===== src/beam_extrapolate_window_average_assert.svh =====
`ifndef BEAM_EXTRAPOLATE_WINDOW_AVERAGE_ASSERT_SVH
`define BEAM_EXTRAPOLATE_WINDOW_AVERAGE_ASSERT_SVH

// Same-cycle implication, checked outside reset
`define BEWA_AP_NOW(lbl, ante, cons, msg) \
  lbl: assert property (@(posedge clk) disable iff (!rst_n) (ante) |-> (cons)) else $error(msg);

// Next-cycle implication, checked outside reset
`define BEWA_AP_NEXT(lbl, ante, cons, msg) \
  lbl: assert property (@(posedge clk) disable iff (!rst_n) (ante) |=> (cons)) else $error(msg);

`endif


===== src/bewa_div.sv =====
// Restoring divider, one quotient bit per cycle, W+2 quotient bits.
// Flags overflow when the quotient would not fit in W+2 bits.
module bewa_div #(
  parameter int W = 32
) (
  input  logic           clk,
  input  logic           rst_n,
  input  logic           start,
  input  logic [2*W-1:0] dividend,
  input  logic [W:0]     divisor,
  output logic           done,
  output logic           ovf,
  output logic [W+1:0]   quo
);

  localparam int QW = W + 2;
  localparam int CW = $clog2(QW + 1);

  logic          busy_r;
  logic          done_r;
  logic [CW-1:0] cnt_r;
  logic [W:0]    rem_r;
  logic [QW-1:0] bits_r;
  logic [QW-1:0] q_r;
  logic          ovf_r;

  logic [W-3:0]  upper;
  logic [W+1:0]  trial;
  logic          ge;

  assign upper = dividend[2*W-1:QW];
  assign trial = {rem_r, bits_r[QW-1]};
  assign ge    = (trial >= {1'b0, divisor});

  // control
  always_ff @(posedge clk) begin
    if (!rst_n) begin
      busy_r <= 1'b0;
      done_r <= 1'b0;
      cnt_r  <= '0;
    end else begin
      done_r <= 1'b0;
      if (start) begin
        busy_r <= 1'b1;
        cnt_r  <= CW'(QW);
      end else if (busy_r) begin
        cnt_r <= cnt_r - 1'b1;
        if (cnt_r == CW'(1)) begin
          busy_r <= 1'b0;
          done_r <= 1'b1;
        end
      end
    end
  end

  // datapath
  always_ff @(posedge clk) begin
    if (start) begin
      ovf_r  <= ({3'b000, upper} >= divisor);
      rem_r  <= {3'b000, upper};
      bits_r <= dividend[QW-1:0];
      q_r    <= '0;
    end else if (busy_r) begin
      rem_r  <= ge ? (W+1)'(trial - {1'b0, divisor}) : trial[W:0];
      bits_r <= {bits_r[QW-2:0], 1'b0};
      q_r    <= {q_r[QW-2:0], ge};
    end
  end

  assign done = done_r;
  assign ovf  = ovf_r;
  assign quo  = q_r;

endmodule


===== config.mk =====
export PLATFORM = sky130hd
export DESIGN_NAME = bewa_div
export DESIGN_NICKNAME = d
export VERILOG_FILES = /design/src/beam_extrapolate_window_average_assert.svh /design/src/bewa_div.sv
export SDC_FILE = /design/constraint.sdc
export NUM_CORES = 1
export LEC_CHECK = 0
export BUFFER_PORTS_ARGS = -buffer_cell sky130_fd_sc_hd__buf_4
export CAP_MARGIN = 30
export CELL_PAD_IN_SITES_DETAIL_PLACEMENT = 0
export CELL_PAD_IN_SITES_GLOBAL_PLACEMENT = 1
export CORE_MARGIN = 2
export CORE_UTILIZATION = 44
export CTS_CLUSTER_DIAMETER = 60
export DETAILED_ROUTE_END_ITERATION = 10
export GPL_TIMING_DRIVEN = 0
export PLACE_DENSITY_LB_ADDON = 0.25
export SETUP_SLACK_MARGIN = 0.05
export SYNTH_ARGS = -nofsm -noshare
export SYNTH_HDL_FRONTEND = slang
export SYNTH_SLANG_ARGS = --single-unit

===== constraint.sdc =====
create_clock -name clk -period 3.75 [get_ports clk]
set_clock_uncertainty 0.1 [all_clocks]
set_input_delay 0.75 -clock clk [delete_from_list [all_inputs] [get_ports clk]]
set_output_delay 0.75 -clock clk [all_outputs]
set_load 0.05 [all_outputs]

==> flow_summary.yaml <==
status:
  status: "complete, no violations"
finish:
  drive_gt1_frac: 0.2337
  design_area_sq_um: 9011
  area_growth_pct: 22.05
  nNetsFinal: 1064
  num_antenna_cells: 0
  layout_commonest_cell: "buf_4"
  final_cell_mix: "buf_4, ha_1, edfxtp_1, nor2_1, inv_1"
global_routing:
  gr-total-overflow: 0
  grt_pass1_wl_mm: 32.70
  grt_pass1_vias: 6384
  grt_max_degree: 65
  antenna_found_initial: 0
  track_usage: 0.2315
placement:
  dpl-instance-area_sq_um: 8680
  hpwl_mm: 15.52
  port_buffers: 135
  globalplace.congestion: 0.9372
  post-place-ws_ns: -0.3777
yosys:
  yosysTopAreaCell: "edfxtp_1"
  syn_area_sq_um: 7383
  syn-num-nets: 915
  synth_cell_types: 59
  synth_flop_cell: "edfxtp_1"
  yosys_warnings: 0
  synth_edf_count: 65
  ys_ff_latch: 110
  ys_top_cells_by_area: "edfxtp_1, dfxtp_1, ha_1"
  synth_top_area_share: 0.2644
  async_flop_share: 0
  avgSynthCellArea_sq_um: 9.858
  synthCells: 749
  yosysSeqAreaShare: 0.3864
cts:
  cts_tree: "done"
  h-tree-depth: 3
  clock-sinks: 110
  worstSkewPairLatency_ns: 0.36
  clockBufferDepth: 2
  cts_hold_buf: 0
  numCtsBuffers: 9
  cts_root_buf: "clkbuf_16"
  cts.clk_slew.worst_paths_ns: 0.09
route:
  drtPass1Iterations: 5
  vias: 6383
  vias_per_cell: 5.684
  ant_nets: 0
  detail_route.wl_per_cell_um: 18.44
  drc_errors: 0
  wirelength_mm: 20.71
  dr.first_iter.drc_count: 435
hold_path:
  hp-class: "flip-flop to flip-flop"
timing:
  tns_ns: 0
  tightest_slew_ns: 0.9339
  timing.final.ws_setup_ns: 0.1838
  slew-limit-headroom: 0.3774
  setup_viol: 0
  post-route-period-util: 0.9510
  max_freq_mhz: 280.4
  min_period_ns: 3.566
  rsz0062_at_grt: "false"
  finalMaxSlewViolations: 0
  hold_viol: 0
power:
  power.density_nw_per_um2: 435.3
  p_leak_nw: 3.998
  vdd_drop_max_mv: 0.2847
setup_path:
  critPathArrivalTime_ns: 3.55
  critical_path_class: "input pin to flip-flop"
  required_ns: 3.73
  cp-end-kind: "flip-flop"
  critPathLaunchType: "input pin"
  cp_max_fo: 10
floorplan:
  dieArea_sq_um: 17830
  die_x_um: 133.5
  fp.dieH_um: 133.5
  start_util: 0.4484
  ios: 136
  core-area_sq_um: 16470
  fp-row-count: 47
job:
  cap_violations: 0
-- what timing repair did --
item / in CTS / in global routing
endpoints found under the setup margin: 12 / 14
buffers inserted: 1 / 1
resized for setup: 2 / 4
pin swaps: 1 / 1
-- power by group --
| part | internal, mW | switching (mW) | leakage [nW] | total [mW] |
|---|---|---|---|---|
| combinational | 0.617 | 0.824 | 2.82 | 1.44 |
| clock | 0.479 | 0.517 | 0.150 | 0.996 |
| sequential | 1.43 | 0.0581 | 1.02 | 1.48 |
-- final cells by class --
cell class / count / area [sq um]
buffer: 40 / 185.2
clock buffer: 9 / 225.2
clock inverter: 7 / 71.32
inverter: 46 / 172.7
multi-input combinational: 553 / 4195
timing repair buffer: 138 / 1033
fill: 1524 / 7455
tap: 220 / 275.3
sequential: 110 / 2853
-- path summary, 6_finish.rpt --
path                          startpoint                endpoint  slack [ns]  cells after the start
setup reg to reg    bits_r[33]$_DFFE_PP_     rem_r[23]$_DFFE_PP_        0.19                     14
setup / recovery              divisor[0]     rem_r[23]$_DFFE_PP_        0.18                     14
hold reg to reg   rem_r[30]$_SDFFE_PP0P_  rem_r[30]$_SDFFE_PP0P_        0.41                      2
hold / removal    rem_r[30]$_SDFFE_PP0P_  rem_r[30]$_SDFFE_PP0P_        0.41                      2
-- sequential cells by signal, summed over array words and instances, names as in the netlist --
register  count
busy_r        1
bits_r       34
quo          34
rem_r        33
cnt_r         6
ovf           1
done          1
-- metrics by stage --
stage / power, mW / hold WS [ns] / cells / utilization
final: 3.922 / 0.4128 / 1123 / 0.5473
after global routing: 4.132 / 0.4631 / 1123 / 0.5473
after CTS: 3.914 / 0.4122 / 1122 / 0.5459
after detailed placement: 2.906 / 0.3972 / 1105 / 0.5271
after global placement: 2.875 / 0.3854 / 1104 / 0.5267
after floorplan: 2.500 / 0.3684 / 749 / -
-- metal layers --
metal  track usage  up-vias  share of wire
li1              -     3076              -
met1        0.3024     3051           0.45
met2        0.3935      226           0.48
met3       0.04871       30          0.063
met4       0.05615        0          0.013
met5             0        -              0
-- logic make-up after synthesis --
logic type / after synthesis / synth area share
AOI/OAI and AO/OA: 176 / 0.1718
xor gates and xnor gates: 32 / 0.03796
adders and majority gates: 66 / 0.1129
buffers and inverters: 86 / 0.04745
DFF: 110 / 0.3864
muxes: 72 / 0.1035
and+or+nand+nor: 207 / 0.1400
-- critical path, cell delays in order --
cell and delay (ns):
buf_4 0.09, ha_1 0.17, inv_1 0.06, fa_1 0.42, a21o_1 0.24, a221oi_4 0.30
o21ai_2 0.14, o311a_1 0.31, a211oi_2 0.22, o21bai_1 0.14, clkbuf_4 0.25, buf_6 0.20
mux2i_1 0.15, o21ai_0 0.10
-- cells in the mapped netlist, types with 3 or more instances --
cell type / number
edfxtp_1: 65
nor2_1: 61
nand2b_1: 5
a221o_1: 5
o21bai_1: 4
o21ai_0: 25
a31oi_1: 5
a221oi_1: 3
nand3_1: 11
nor4_1: 6
buf_1: 4
o21a_1: 6
nor2b_1: 5
nand2_1: 45
xor2_1: 13
a21o_1: 32
clkbuf_1: 29
o211ai_1: 4
dfxtp_1: 45
and3_1: 7
mux2_2: 35
nor3_1: 18
mux2i_1: 37
nor3b_1: 15
ha_1: 65
nand4_1: 14
nand3b_1: 10
a21oi_1: 39
o311ai_0: 9
xnor2_1: 19
buf_2: 4
buf_6: 3
a211oi_1: 7
a31o_2: 3
o31ai_1: 4
a211o_1: 10
inv_1: 46
(Power assumes the default switching activity.)
